## config.mk

```make
export PLATFORM = sky130hd
export DESIGN_NAME = fct_alu
export DESIGN_NICKNAME = d
export VERILOG_FILES = /design/src/rtl/assert_macros.svh /design/src/rtl/fct_pkg.sv /design/src/rtl/fct_alu.sv
export SDC_FILE = /design/constraint.sdc
export NUM_CORES = 1
export LEC_CHECK = 0
export BUFFER_PORTS_ARGS = -buffer_cell sky130_fd_sc_hd__clkbuf_2
export CORE_MARGIN = 8
export CORE_UTILIZATION = 46
export DETAILED_ROUTE_END_ITERATION = 8
export GPL_ROUTABILITY_DRIVEN = 0
export PLACE_DENSITY = 0.81
export SLEW_MARGIN = 20
export SYNTH_ARGS = -nofsm -noshare
export SYNTH_HDL_FRONTEND = slang
export SYNTH_SLANG_ARGS = --single-unit
export TNS_END_PERCENT = 100
```

## constraint.sdc

```tcl
create_clock -name vclk -period 2.7
set_input_delay 0.27 -clock vclk [all_inputs]
set_output_delay 0.27 -clock vclk [all_outputs]
set_load 0.1 [all_outputs]
```

## src/rtl/assert_macros.svh

```systemverilog
// Assertion macros used by the top-level RTL file.
// Bodies are empty when SYNTHESIS is defined.
`ifndef ASSERT_MACROS_SVH
`define ASSERT_MACROS_SVH
`ifndef SYNTHESIS
`define ASSERT_RST(lbl, clk, rst_n, prop) \
    lbl: assert property (@(posedge clk) disable iff (!(rst_n)) (prop)) \
        else $error("assertion failed");
`define ASSERT_ALW(lbl, clk, prop) \
    lbl: assert property (@(posedge clk) (prop)) \
        else $error("assertion failed");
`else
`define ASSERT_RST(lbl, clk, rst_n, prop)
`define ASSERT_ALW(lbl, clk, prop)
`endif
`endif

```

## src/rtl/fct_pkg.sv

```systemverilog
// Package for the chain table engine: widths, codes and interface structs.
// No dependencies.
package fct_pkg;

    localparam int IDX_W   = 12;
    localparam int CNT_W   = IDX_W + 1;
    localparam int DATA_W  = 32;
    localparam int STEPS_W = 12;
    localparam int LAST_W  = 12;
    localparam int DS_W    = 16;
    localparam int ACT_W   = 3;
    localparam int CFG_IDX_W  = 1;
    localparam int CFG_DATA_W = 16;

    localparam logic [IDX_W-1:0]  IDX_MAX  = {IDX_W{1'b1}};
    localparam logic [DATA_W-1:0] END_MARK = 32'h0FFF_FFFF;
    localparam logic [LAST_W-1:0] LAST_RST = 12'hFFF;
    localparam logic [DS_W-1:0]   DS_RST   = 16'h0000;

    localparam logic [ACT_W-1:0] ACT_GET   = 3'd0;
    localparam logic [ACT_W-1:0] ACT_PUT   = 3'd1;
    localparam logic [ACT_W-1:0] ACT_GROW  = 3'd2;
    localparam logic [ACT_W-1:0] ACT_FREE  = 3'd3;
    localparam logic [ACT_W-1:0] ACT_WALK  = 3'd4;
    localparam logic [ACT_W-1:0] ACT_WALKX = 3'd5;

    localparam logic [CFG_IDX_W-1:0] CFG_LAST   = 1'd0;
    localparam logic [CFG_IDX_W-1:0] CFG_DSTART = 1'd1;

    typedef logic [1:0] t_alu_op;
    localparam t_alu_op ALU_INC = 2'd0;
    localparam t_alu_op ALU_DEC = 2'd1;
    localparam t_alu_op ALU_ADD = 2'd2;

    typedef struct packed {
        t_alu_op            op;
        logic [DATA_W-1:0]  a;
        logic [DATA_W-1:0]  b;
    } t_alu_req;

    typedef struct packed {
        logic               we;
        logic [IDX_W-1:0]   waddr;
        logic [DATA_W-1:0]  wdata;
        logic [IDX_W-1:0]   raddr;
    } t_mem_req;

    typedef struct packed {
        logic               valid;
        logic [DATA_W-1:0]  result;
        logic               ok;
    } t_res;

endpackage

```

## src/rtl/fct_alu.sv

```systemverilog
// Shared adder: increment, decrement or add, used by the sequencer.
// Depends on fct_pkg.
module fct_alu
    import fct_pkg::*;
(
    input  t_alu_req            i_req,
    output logic [DATA_W-1:0]   o_y
);

    logic [DATA_W-1:0] w_b;

    always_comb begin
        case (i_req.op)
            ALU_INC: w_b = {{(DATA_W-1){1'b0}}, 1'b1};
            ALU_DEC: w_b = {DATA_W{1'b1}};
            ALU_ADD: w_b = i_req.b;
            default: w_b = '0;
        endcase
    end

    assign o_y = i_req.a + w_b;

endmodule

```

==> results.cfg, run 1 <==
[outcome]
status = aborted with a tool error
stop_stage = clock tree synthesis (4_1_cts)
error = [ERROR DPL-0038] Utilization greater than 100%, impossible to legalize

[synthesis]
syn_area_mm2 = 0.002196
synth_cells = 313
syn_area_per_cell_um2 = 7.016
synth.yosys.seq_area_share_pct = 0
yosysTopAreaCell = ha_1
synth_nets = 411
synth_warnings = 0
netlist.area_leader.share_pct = 17.66
netlist-cell-type-count = 56
synth_area_leaders = ha_1, a21o_1, xnor2_1, a21oi_1, nor2_1

[place]
port_buffers = 98
dp.cells = 545
dpl.hpwl_um = 10600

[floorplanning]
die_h_um = 85.09
ios = 98
die_w_um = 85.09
initial_core_util_pct = 47.11
fp-row-count = 25

[clocking]
cts_resized = 107
cts_hold_buf = 0
cts_setup_buffers = 29
cell families after synthesis:
group / count (synthesis) / share of synthesized area (%)
xor gates and xnor gates: 25 / 9.972
adders and majority gates: 32 / 18.58
buffers and inverters: 27 / 5.641
and+or+nand+nor: 99 / 22.74
muxes: 3 / 1.368
AOI/OAI and AO/OA: 127 / 41.71
per-stage QoR:
step                      util (%)  area [µm²]  setup TNS [ns]  hold slack [ns]  setup slack [ns]
after floorplan                  -        2962          -6.275           0.9192           -0.6899
after global placement       96.99        4521          -6.913            1.063           -0.5251
after detailed placement     96.99        4521          -10.22            1.075           -0.6243
cells in the mapped netlist (2+ instances only):
| master | count |
|---|---|
| clkbuf_1 | 7 |
| buf_2 | 12 |
| a21o_2 | 2 |
| buf_4 | 2 |
| nor2b_1 | 4 |
| mux2i_1 | 3 |
| a21oi_2 | 4 |
| o22ai_1 | 3 |
| a21oi_1 | 25 |
| o21ai_0 | 14 |
| xnor2_1 | 17 |
| o21a_1 | 4 |
| a31oi_1 | 5 |
| xor2_1 | 8 |
| a21o_1 | 43 |
| nor3_1 | 7 |
| a211oi_2 | 2 |
| nor2_1 | 28 |
| nand4_2 | 2 |
| or4_1 | 2 |
| ha_1 | 31 |
| nor3b_1 | 3 |
| and3_1 | 5 |
| and2_1 | 2 |
| a221o_1 | 3 |
| a21boi_1 | 2 |
| nand3_1 | 10 |
| nand4_1 | 7 |
| nand2_1 | 22 |
| inv_1 | 6 |
| o21ai_1 | 3 |
==> run 2: changes to the inputs <==
--- a/config.mk
+++ b/config.mk
@@ -7,10 +7,10 @@
 export LEC_CHECK = 0
 export BUFFER_PORTS_ARGS = -buffer_cell sky130_fd_sc_hd__clkbuf_2
 export CORE_MARGIN = 8
-export CORE_UTILIZATION = 46
+export CORE_UTILIZATION = 36
 export DETAILED_ROUTE_END_ITERATION = 8
 export GPL_ROUTABILITY_DRIVEN = 0
-export PLACE_DENSITY = 0.81
+export PLACE_DENSITY_LB_ADDON = 0.15
 export SLEW_MARGIN = 20
 export SYNTH_ARGS = -nofsm -noshare
 export SYNTH_HDL_FRONTEND = slang
==> constraint.sdc (replaced) <==
create_clock -name vclk -period 3.5
set_input_delay 0.35 -clock vclk [all_inputs]
set_output_delay 0.35 -clock vclk [all_outputs]
set_load 0.1 [all_outputs]
==> run 2 against run 1 <==
  * Synthesized cell count stayed put
  * Synthesized area stayed put
  * The run now ends clean
==> results.cfg, run 2 <==
[cells_and_area]
fin_util_pct = 60.19
seq_area_um2 = 0
final_common_cell = clkbuf_2
final_cells = 493
finalInstanceArea_mm2 = 0.003563
final_layout_size_suffix_gt1_share_pct = 42.58
seq_cells = 0
fin_nets = 518
diodes = 0
nClkBuffers = 0
final_cell_mix = clkbuf_2, a21o_1, nor2_1
syn2layout_area_growth_pct = 62.28

[grt]
grt_pass1_wl_um = 12160
gr-total-overflow = 0
antenna_found_initial = 0
grt_max_degree = 14
grt_use_total_pct = 15.93
grt_pass1_vias = 2676

[timing]
setup_tns_ns = 0
fin_crit_sh_pct = 97.41
worst_pin_slew_ns = 0.5480
hold_violations = 0
fin_crit_ns = 3.409
finalSetupViolations = 0
holdWs_ns = 1.297
fmaxAchievable_mhz = 293.3
slew_viol_final = 0
slew_headroom_pct = 63.62

[setup_path]
endpoint_kind = output port
critical_path_required_ns = 3.15
cpMaxStageDelayCell = fa_2
crit_type = in -> out
worst_setup_path_start_kind = input pin
cp_max_fo = 5
cp_common_cell = a21o_1
slowest_delay_ns = 0.41
path_cells = clkbuf_2 > nor2b_2 > a21o_1 > fa_2 > a21o_1 > a221o_1 > a32oi_2 > nand3_2 > and3_4 > a221oi_4 > buf_12
cp.arrival_ns = 3.06

[drt]
drt_iter0_drc = 95
vias_per_cell = 5.538
route.detailed.drc = 0
postRouteAntennaNets = 0
wire_per_inst_um = 15.87
vias = 2730
firstDrtPassIters = 4
routed_wirelength_um = 7823

[floorplanning]
initial_core_util_pct = 37.09
die_w_um = 94.10
core-area_mm2 = 0.005921
fp-row-count = 28
dieArea_mm2 = 0.008855
die_h_um = 94.10
ios = 98

[synthesis]
netlist.area_leader.share_pct = 17.66
synth_cells = 313
synth_nets = 411
syn_area_mm2 = 0.002196
yosysTopAreaCell = ha_1
yosysMostFrequentCell = a21o_1
synth_area_leaders = ha_1, a21o_1, xnor2_1, a21oi_1, nor2_1
syn_area_per_cell_um2 = 7.016
post_synth_most_frequent_cells = a21o_1, ha_1, nor2_1
synth.yosys.seq_area_share_pct = 0
netlist-cell-type-count = 56
synth_warnings = 0

[run]
maxCapViolations = 0

[outcome]
status = finished clean

[power]
vdd_drop_max_mv = 0.3713
p_leak_nw = 1.896
power.density_mw_per_mm2 = 481.1

[worst_hold_path]
hold_class = in -> out

[place]
port_buffers = 98
postPlaceCellArea_mm2 = 0.003407
dp.cells = 487
dpl.hpwl_um = 6481

[clocking]
cts_hold_buf = 0
-- run 2: timing repair --
item                                   CTS  global route
buffers inserted                         1             4
pin swaps                                0             7
cloned                                   0             1
gates resized for setup                  0            20
setup endpoints to repair                1            10
endpoints found under the hold margin    0             0
-- run 2: cell type report --
type	count	area, µm²
fill	536	2357
inverter	6	22.52
multi-input combinational	287	2362
tap	75	93.84
timing repair buffer	125	1085
-- run 2: path summary, 6_finish.rpt --
| kind | from | end | slack [ns] | cells past startpoint |
|---|---|---|---|---|
| max | i_req[64] | o_y[30] | 0.09 | 11 |
| min | i_req[40] | o_y[8] | 1.30 | 4 |
-- run 2: stage by stage --
| step | setup slack [ns] | total power [W] |
|---|---|---|
| after floorplan | -0.2729 | 0.001159 |
| after global placement | 0.04778 | 0.001671 |
| after detailed placement | 0.009145 | 0.001678 |
| after CTS | 0.01299 | 0.001685 |
| after global routing | -0.02067 | 0.001792 |
| final | 0.09058 | 0.001714 |
-- run 2: power breakdown --
group | total, W | internal (W) | switching [W] | leakage, nW
combinational | 0.00171 | 0.000598 | 0.00112 | 1.90
sequential | 0 | 0 | 0 | 0
clock | 0 | 0 | 0 | 0
total | 0.00171 | 0.000598 | 0.00112 | 1.90
-- run 2: kinds of logic (layout without fill, tap and decap cells) --
logic type | after synthesis | in the layout | synth area share [%]
compound gates | 127 | 127 | 41.71
mux | 3 | 3 | 1.368
simple gates | 99 | 100 | 22.74
fa+ha+maj | 32 | 32 | 18.58
buf+inv | 27 | 131 | 5.641
xor+xnor | 25 | 25 | 9.972
-- run 2: critical path, delay by kind of cell --
kind,cells,cell delay [ns]
AO/OA/AOI/OAI,5,1.32
adder cells (fa/ha/maj),1,0.41
buffers and inverters,2,0.34
AND/OR/NAND/NOR,3,0.62
-- run 2: metal layers --
metal  GRT usage, %  wire length [µm]
met1          21.32              3517
met3          1.998               501
met4          2.114                59
met2          26.95              3745
met5              0                 0
Note: power is estimated with default switching activity, not from simulation.
